===== src/rtl/feff_pkg.sv =====
// shared types and codes for the first-fit free extent finder
package feff_pkg;

  localparam int MAX_EXTENTS_DEF = 128;
  localparam int SECTOR_BITS_DEF = 32;

  // command codes
  localparam logic [1:0] CMD_CLEAR = 2'd0;
  localparam logic [1:0] CMD_ADD   = 2'd1;
  localparam logic [1:0] CMD_FIND  = 2'd2;
  localparam logic [1:0] CMD_CHECK = 2'd3;

  // result status codes
  localparam logic [2:0] ST_OK      = 3'd0;
  localparam logic [2:0] ST_OVERLAP = 3'd1;
  localparam logic [2:0] ST_TOO_BIG = 3'd2;
  localparam logic [2:0] ST_NO_GAP  = 3'd3;
  localparam logic [2:0] ST_SMALL   = 3'd4;
  localparam logic [2:0] ST_FULL    = 3'd5;

  // config register indexes
  localparam logic REG_FIRST_USABLE = 1'b0;
  localparam logic REG_LAST_USABLE  = 1'b1;

  typedef struct packed {
    logic accept;     // latch the input beat and set up the walk
    logic clr_cnt;    // empty the table
    logic emit_ok;    // give an ok result
    logic emit_full;  // give a full result
    logic ins_rd;     // read entry idx-1
    logic ins_shift;  // move entry idx-1 up to idx
    logic ins_new;    // write the new extent at idx
    logic walk_rd;    // read entry idx
    logic walk_step;  // process one extent of the walk
    logic walk_fin;   // close the walk and give its result
  } ctl_t;

  typedef struct packed {
    logic cnt_zero;
    logic full;
    logic idx_one;
    logic rd_greater;
    logic walk_last;
  } sts_t;

endpackage


===== src/rtl/feff_ctrl.sv =====
// controller state machine for the first-fit free extent finder
module feff_ctrl (
  input  logic          clk_i,
  input  logic          rst_ni,
  input  logic          start,
  output logic          busy,
  input  logic [1:0]    command_i,
  input  feff_pkg::sts_t sts_i,
  output feff_pkg::ctl_t ctl_o
);
  import feff_pkg::*;

  localparam logic [2:0] S_IDLE     = 3'd0;
  localparam logic [2:0] S_INS_RD   = 3'd1;
  localparam logic [2:0] S_INS_CMP  = 3'd2;
  localparam logic [2:0] S_INS_NEW  = 3'd3;
  localparam logic [2:0] S_WALK_RD  = 3'd4;
  localparam logic [2:0] S_WALK     = 3'd5;
  localparam logic [2:0] S_WALK_FIN = 3'd6;

  logic [2:0] state_q, state_d;

  assign busy = (state_q != S_IDLE);

  always_comb begin
    state_d = state_q;
    ctl_o   = '0;
    case (state_q)
      S_IDLE: begin
        if (start) begin
          ctl_o.accept = 1'b1;
          case (command_i)
            CMD_CLEAR: begin
              ctl_o.clr_cnt = 1'b1;
              ctl_o.emit_ok = 1'b1;
            end
            CMD_ADD: begin
              if (sts_i.full) begin
                ctl_o.emit_full = 1'b1;
              end else if (sts_i.cnt_zero) begin
                state_d = S_INS_NEW;
              end else begin
                state_d = S_INS_RD;
              end
            end
            default: begin
              state_d = sts_i.cnt_zero ? S_WALK_FIN : S_WALK_RD;
            end
          endcase
        end
      end
      S_INS_RD: begin
        ctl_o.ins_rd = 1'b1;
        state_d = S_INS_CMP;
      end
      S_INS_CMP: begin
        if (sts_i.rd_greater) begin
          ctl_o.ins_shift = 1'b1;
          if (sts_i.idx_one) state_d = S_INS_NEW;
        end else begin
          ctl_o.ins_new = 1'b1;
          ctl_o.emit_ok = 1'b1;
          state_d = S_IDLE;
        end
      end
      S_INS_NEW: begin
        ctl_o.ins_new = 1'b1;
        ctl_o.emit_ok = 1'b1;
        state_d = S_IDLE;
      end
      S_WALK_RD: begin
        ctl_o.walk_rd = 1'b1;
        state_d = S_WALK;
      end
      S_WALK: begin
        ctl_o.walk_step = 1'b1;
        if (sts_i.walk_last) state_d = S_WALK_FIN;
      end
      S_WALK_FIN: begin
        ctl_o.walk_fin = 1'b1;
        state_d = S_IDLE;
      end
      default: state_d = S_IDLE;
    endcase
  end

  always_ff @(posedge clk_i or negedge rst_ni) begin
    if (!rst_ni) begin
      state_q <= S_IDLE;
    end else begin
      state_q <= state_d;
    end
  end

endmodule


===== config.mk =====
export PLATFORM = sky130hd
export DESIGN_NAME = feff_ctrl
export DESIGN_NICKNAME = d
export VERILOG_FILES = /design/src/rtl/feff_pkg.sv /design/src/rtl/feff_ctrl.sv
export SDC_FILE = /design/constraint.sdc
export NUM_CORES = 1
export LEC_CHECK = 0
export BUFFER_PORTS_ARGS = -buffer_cell sky130_fd_sc_hd__buf_2
export CAP_MARGIN = 20
export CORE_AREA = 2 2 39 41
export CTS_CLUSTER_DIAMETER = 50
export CTS_CLUSTER_SIZE = 12
export DETAILED_ROUTE_END_ITERATION = 6
export DIE_AREA = 0 0 41 43
export GPL_TIMING_DRIVEN = 0
export PLACE_DENSITY = 0.48
export SLEW_MARGIN = 15
export SYNTH_ARGS = -nofsm -noshare
export SYNTH_HDL_FRONTEND = slang
export SYNTH_SLANG_ARGS = --single-unit

===== constraint.sdc =====
create_clock -name clk_i -period 2.1 [get_ports clk_i]
set_clock_uncertainty 0.15 [all_clocks]
set_input_delay 0.42 -clock clk_i [delete_from_list [all_inputs] [get_ports clk_i]]
set_output_delay 0.42 -clock clk_i [all_outputs]
set_load 0.03 [all_outputs]

# Yosys cells after proc, flatten, opt, wreduce, memory -nomap -nowiden
# Index checks and enable logic that the tools add are counted.
# totals
regBits	3
elab_cells	41
# classes
muxes	24
reduce_logical	4
n_eq_ne	12
# op_table
cell	n
3-bit two-way mux	5
3-bit one-hot mux with 5 select lines	1
1-bit two-way mux	10
3-bit equality test, second input constant	3
2-bit two-way mux	4
3-bit by 2-bit equality test with 1-bit output, second input constant	2
2-bit inequality test, second input constant	3
3-bit inequality test, second input constant	2
3-bit one-hot mux with 2 select lines	1
5-bit AND reduction	1
4-bit two-way mux	1
3-bit by 1-bit equality test with 1-bit output, second input constant	1
3-bit zero test	1
1-bit one-hot mux with 3 select lines	1
3-bit nonzero test	1
2-bit by 1-bit equality test with 1-bit output, second input constant	1
2-bit zero test	1
1-bit one-hot mux with 2 select lines	1

# Depth between registers and ports, before layout
# Gate-level depths: netlist (run 1).
# depth
ltp_word	5
mapped_depth	5

# Worst setup path before layout (run 1)
# OpenSTA, ideal clock, no wires.
# synth_timing
path_type	reg-to-output
from	reg state_q[2]
to	out ctl_o[7] (netlist name)
slack_ps	-147
required_ps	1530
t_arrival_ps	1677
stages_incl_launch_ff	4
cell_sequence	dfrtp_1 > clkbuf_1 > a211oi_1 > or2_1
# synth_rtl
item	line	rtl
from (decl)	feff_ctrl.sv:21	logic [2:0] state_q, state_d;
from (signal assigned)	feff_ctrl.sv:91	state_q <= state_d;
to (decl)	feff_ctrl.sv:9	output feff_pkg::ctl_t ctl_o

==> impl_results.md, run 1 <==
* R2R cell count at 4
* Slew @ Worst Pin at 0.381 ns
* Worst Path Arrival at about 1.5 ns
* Final Wtd Congestion at between 0.7 and 0.8
* Final Hold Viols at 0
* Final ANT Viol Nets at 0
* Leakage at between 0.2 and 0.3 nW
* Cell Area, Synth at between 200 and 300 sq um
* Cell family with most CP delay: simple AND/OR/NAND/NOR gates
* Status: finished, final reports clean
* Final nets at 77
* Hold WS at approximately 0.24 ns
* Mux share of post-synthesis cell area at 0%
* Reg-to-reg setup timing slack at 0.72 ns
* Total Power at between 0.6 and 0.7 mW
* Dpl cell area at 415 sq um
* Top flop regs: state_q x3
* Critical path class: flip-flop to output port
* Grt ovf at 0
* Startpoint types: flip-flop
* Worst-path clk slew at ~0.040 ns
* Register bit total from synthesis at 3
* EDFF count, synth at 0
* Starting DRT DRC Count at 7
* Maximum VDD drop at roughly 0.00046 V
* Die W at ~41 um
* H-tree depth at 1
* Die area at approximately 1800 sq um
* Post-synth ARST share at 100%
* Main combinational cell family by area after synthesis: simple AND/OR/NAND/NOR gates
* Most used DFF post-synth: dfrtp_1
* CTS Buf Count at 3
* Post-synthesis xor/xnor area fraction at 0%
* GRT Total Usage at 9.76%
* First-pass DRT Iterations at 4
* Yosys top cell area share at 26.3%
* Cell with the most instances after synthesis: nor2_1
* Slowest library cell on the worst path: or3_4
* Synth Net Count at 50
* Clock Path Buffers at 2
* Crit-path max FO at 4
* CTS tree: done
* Setup ws final at about 0.054 ns
* Area grow syn2layout at 63.6%
* CP cell instances: or3_4 > nor3_4 > or2_1 > buf_6
* Crit path largest cell delay at approximately 0.42 ns
* Mean Syn Cell Area at between 7 and 8 sq um
* Routed length per placed instance at approximately 9.0 um
* Via Count at between 300 and 400
* Reg with most FFs: state_q
* Min-delay src: sts_i[0]
* Worst Hold Depth at 2
* Max reg flops at 3
* Initial antenna violation count at 0
* Fmax achieved at between 400 and 500 MHz
* Clk_lat worst skew at about 0.23 ns
* Initial core utilization at 20.6%
* Crit path time final at approximately 2 ns
* Hold EP: state_q[0]
* Reg2Reg Launch Point: state_q[2]
* Commonest cells in the netlist: nor2_1 (6), inv_1 (5), nand2_1 (4)
* Number of max-cap violations at 0
* Slew Viols, Final at 0
* Residual DRC at 0
* Fin crit share at a little over nine tenths
* Simple-gate share of the synthesized area at roughly 37%
* N_diodes at 0
* Die H at about 43 um
* Vias in the first global route at roughly 320
* DP Worst Slack at approximately 0.15 ns
* Wirelength, routed at about 740 um
* I/O pin count at 21
* Hold Path Class: input pin to flip-flop
* Synth area leader: dfrtp_1
* Worst path bufs/invs at 1
* HPWL after detailed placement at ~580 um
* # port buffers at 20
* Clock Root Buffer: clkbuf_4
* FP Rows at 14
* Final count of negative-setup-slack endpoints at 0
* Fin area at between 400 and 500 sq um
* Setup_tns at 0 ns
* Layout cell share with drive strength beyond 1 at 47.0%
* Reg-to-Reg End: state_q[1]
* Synth cell types at 20
* Synth Area in Adders at 0%
* Ranking of synthesized cells by area: dfrtp_1 (26%), buf_6 (7.9%), nor2_1 (7.9%)
* Crit end category: output port
* Slew margin rel. at 74.6%
* First-pass GRT wire length at around 1.1 mm
* Complex-gate fraction of the synthesized area at slightly above 20%
* Core footprint at between 1000 and 1500 sq um
* Cell count after synthesis at 40
* Largest net degree at the start of global routing at 11
* Syn. warnings at 0
* RSZ-0062 raised after global routing: true
* Vias per inst at ~4.3
* Data required time at the worst endpoint at between 1.5 and 2 ns
* Power Dens Cells at about 1500 nW/um^2
* Post-synthesis sequential area ratio at between 20% and 30%
* Clock sink total at 3
## routing by layer
layer  wire [um]  track usage [%]  up-vias
met4           0             10.0        0
met1         323             10.7      156
met2         365             15.3       13
li1            -                -      186
met5           0                0        -
met3          48                0        0
## worst max-delay path by stage
stage / cells after the start / startpoint / to
2_1_floorplan: 5 / state_q[1] / ctl_o[7]
3_3_place_gp: 6 / state_q[1] / ctl_o[7]
3_5_place_dp: 6 / state_q[1] / ctl_o[7]
4_1_cts: 4 / state_q[1] / ctl_o[6]
5_1_grt: 4 / state_q[2] / ctl_o[7]
6_report: 4 / state_q[2] / ctl_o[7]
## placed cells by master, fill, tap and decap left out
cell and count:
buf_2 18, nor2_1 6, inv_1 5, nand2_1 4, clkbuf_4 4, o21ai_0 3, buf_4 3, clkbuf_1 2
nor3_1 2, and3_1 2, dfrtp_1 2, or3_4 1, nand2b_1 1, nor3_4 1, a211oi_2 1, or2_1 1
nor3_2 1, a31oi_1 1, nor2b_1 1, o21a_1 1, o2111ai_1 1, o21ai_1 1, a32oi_1 1, dlygate4sd3_1 1
buf_6 1, dfrtp_2 1
## layout make-up
cell class | count | area, sq um
Fill cell | 152 | 917
Multi-Input combinational cell | 29 | 180
Timing Repair Buffer | 24 | 141
Sequential cell | 3 | 76.3
Clock buffer | 4 | 26.3
Tap cell | 16 | 20.0
Inverter | 5 | 18.8
Buffer | 1 | 3.75
## what timing repair did
action,in CTS,in global routing
endpoints found under the hold margin,3,0
setup endpoints to repair,3,3
hold buffers,1,0
setup buffers,2,1
cloned,0,0
pin swaps,3,3
resized for setup,3,2
## worst register-to-register path, stage by stage, from the launching register on
cell and delay [ns]:
dfrtp_1 0.33, clkbuf_1 0.32, nor2_1 0.13, a32oi_1 0.19, o21ai_0 0.11
## power by group
group,switching [mW],internal (mW),leakage [nW]
combinational,0.314,0.182,0.204
sequential,0.0132,0.0865,0.0369
clock,0.0292,0.0712,0.0150
## metrics by stage
stage | std cells | utilization [%]
5_1_grt | 82 | 33.7
3_3_place_gp | 76 | 30.0
3_5_place_dp | 76 | 30.0
4_1_cts | 82 | 33.5
2_1_floorplan | 40 | -
6_report | 82 | 33.7
## logic make-up after synthesis
family	Yosys count
flops	3
simple gates	20
buf+inv	8
compound gates	9
No activity file was read; power rests on OpenSTA's default activity.
==> run 2, diff against run 1 <==
CTS_BUF_LIST = sky130_fd_sc_hd__clkbuf_8 sky130_fd_sc_hd__clkbuf_16   (was default)
==> run 2 against run 1 <==
  * Setup slack gained 0.015 ns
  * Combinational power is 0.8% lower
  * Cell count stayed put
  * First-iteration DRC count shrank 86%
  * Die area is the same
==> impl_results.md, run 2 (synthesized netlist as in run 1, its figures left out) <==
* Clock Path Buffers at 2
* Grt ovf at 0
* Critical path class: flip-flop to output port
* GRT Total Usage at between 10% and 20%
* CTS tree: done
* Area grow syn2layout at 69.3%
* Final Hold Viols at 0
* Residual DRC at 0
* Wirelength, routed at ~760 um
* Core footprint at 1380 sq um
* RSZ-0062 raised after global routing: true
* Starting DRT DRC Count at 1
* CTS Buf Count at 3
* Top layer in use: met4
* # placed instances at between 70 and 80
* Layout cell share with drive strength beyond 1 at a little under half
* WL met3 at between 50 and 60 um
* Initial antenna violation count at 0
* Fin crit share at between 90 and 100%
* # port buffers at 20
* Number of max-cap violations at 0
* Top flop regs: state_q x3
* Worst-path clk slew at roughly 0.030 ns
* Vias per inst at ~4.4
* Worst path bufs/invs at 1
* I/O pin count at 21
* Initial core utilization at between 20% and 30%
* Status: finished, final reports clean
* Slew margin rel. at about three quarters
* H-tree depth at 1
* Hold Path Class: input pin to flip-flop
* Clk_lat worst skew at 0.22 ns
* Vias in the first global route at roughly 330
* Crit-path max FO at 4
* Met2 Routed Length at between 300 and 400 um
* Slew @ Worst Pin at 0.384 ns
* Die W at between 40 and 50 um
* Slowest library cell on the worst path: or3_4
* Data required time at the worst endpoint at 1.53 ns
* Reg with most FFs: state_q
* Final count of negative-setup-slack endpoints at 0
* FP Rows at 14
* DP Worst Slack at 0.147 ns
* Fmax achieved at approximately 490 MHz
* Hold WS at between 0.2 and 0.3 ns
* First-pass DRT Iterations at 4
* First-pass GRT wire length at roughly 1.2 mm
* Final ANT Viol Nets at 0
* Crit path time final at ~2.0 ns
* Finished Layout Cells at between 80 and 90
* Crit path largest cell delay at 0.42 ns
* Leakage at approximately 0.27 nW
* CP cell instances: or3_4 > nor3_4 > or2_1 > buf_6
* Maximum VDD drop at ~0.00055 V
* Clock sink total at 3
* Die area at around 1800 sq um
* Routed length per placed instance at ~9.2 um
* Final Wtd Congestion at approximately 0.71
* HPWL after detailed placement at roughly 580 um
* Worst Path Arrival at approximately 1.5 ns
* Slew Viols, Final at 0
* Routed metal-1 wirelength at about 320 um
* Largest net degree at the start of global routing at 11
* Clock Root Buffer: clkbuf_8
* Max reg flops at 3
* Cell family with most CP delay: simple AND/OR/NAND/NOR gates
* N_diodes at 0
* Layout fillers at around 150
* Final nets at between 70 and 80
* Setup ws final at ~0.07 ns
* Startpoint types: flip-flop
* Via Count at 359
* Crit end category: output port
* Power Dens Cells at about 1600 nW/um^2
* Die H at about 43 um
* Most frequent cells in the layout: buf_2 (19), inv_1 (6), nor2_1 (6)
* Most common cell after layout, fill and taps aside: buf_2
run 2: worst reg2reg max path: cells and delay by family (launching register included):
kind                   cells  cell delay (ns)
AOI/OAI and AO/OA          2             0.30
buffers and inverters      1             0.32
DFF                        1             0.33
and+or+nand+nor            1             0.12
run 2: worst paths after layout:
kind                                    to  slack, ns  depth (start not counted)  startpoint
worst max-delay path              ctl_o[7]       0.07                          4  state_q[2]
worst min-delay path            state_q[0]       0.25                          2    sts_i[0]
worst max register to register  state_q[1]       0.72                          4  state_q[2]
worst min register to register  state_q[2]       0.43                          2  state_q[1]
max in group asynchronous       state_q[1]       1.31                          2      rst_ni
min in group asynchronous       state_q[2]       0.38                          2      rst_ni
run 2: final cells by class:
cell class              instances  area (sq um)  area share, %
multi-input cells              29           180           37.3
repair buffers                 24           139           28.8
flip-flops and latches          3          76.3           15.8
clock buffers                   3          41.3           8.55
well taps                      16          20.0           4.15
inverters                       5          18.8           3.89
clock inverters                 1          3.75          0.777
plain buffers                   1          3.75          0.777
run 2: per-stage QoR:
step / setup TNS (ns) / power, mW / util, % / cell area [sq um]
after floorplan: -0.0858 / 0.464 / - / 295
after global placement: 0 / 0.576 / 30.0 / 415
after detailed placement: 0 / 0.575 / 30.0 / 415
after CTS: 0 / 0.762 / 34.8 / 482
after global routing: -0.000498 / 0.825 / 34.9 / 483
final: 0 / 0.756 / 34.9 / 483
run 2: repair_timing:
item / CTS / global route
pin swaps: 3 / 3
hold buffers: 1 / 0
setup buffers: 2 / 1
resized for setup: 3 / 1
setup endpoints to repair: 3 / 2
endpoints found under the hold margin: 3 / 0
run 2: report_power, final:
part           internal [mW]  switching, mW  leakage, nW
sequential            0.0866         0.0134       0.0369
clock                  0.125         0.0405       0.0269
combinational          0.178          0.313        0.204
run 2: metal layers:
metal  track usage (%)  up-vias
li1                  -      185
met1              11.3      155
met2              15.3       16
met3              1.57        3
met4              12.0        0
met5                 0        -
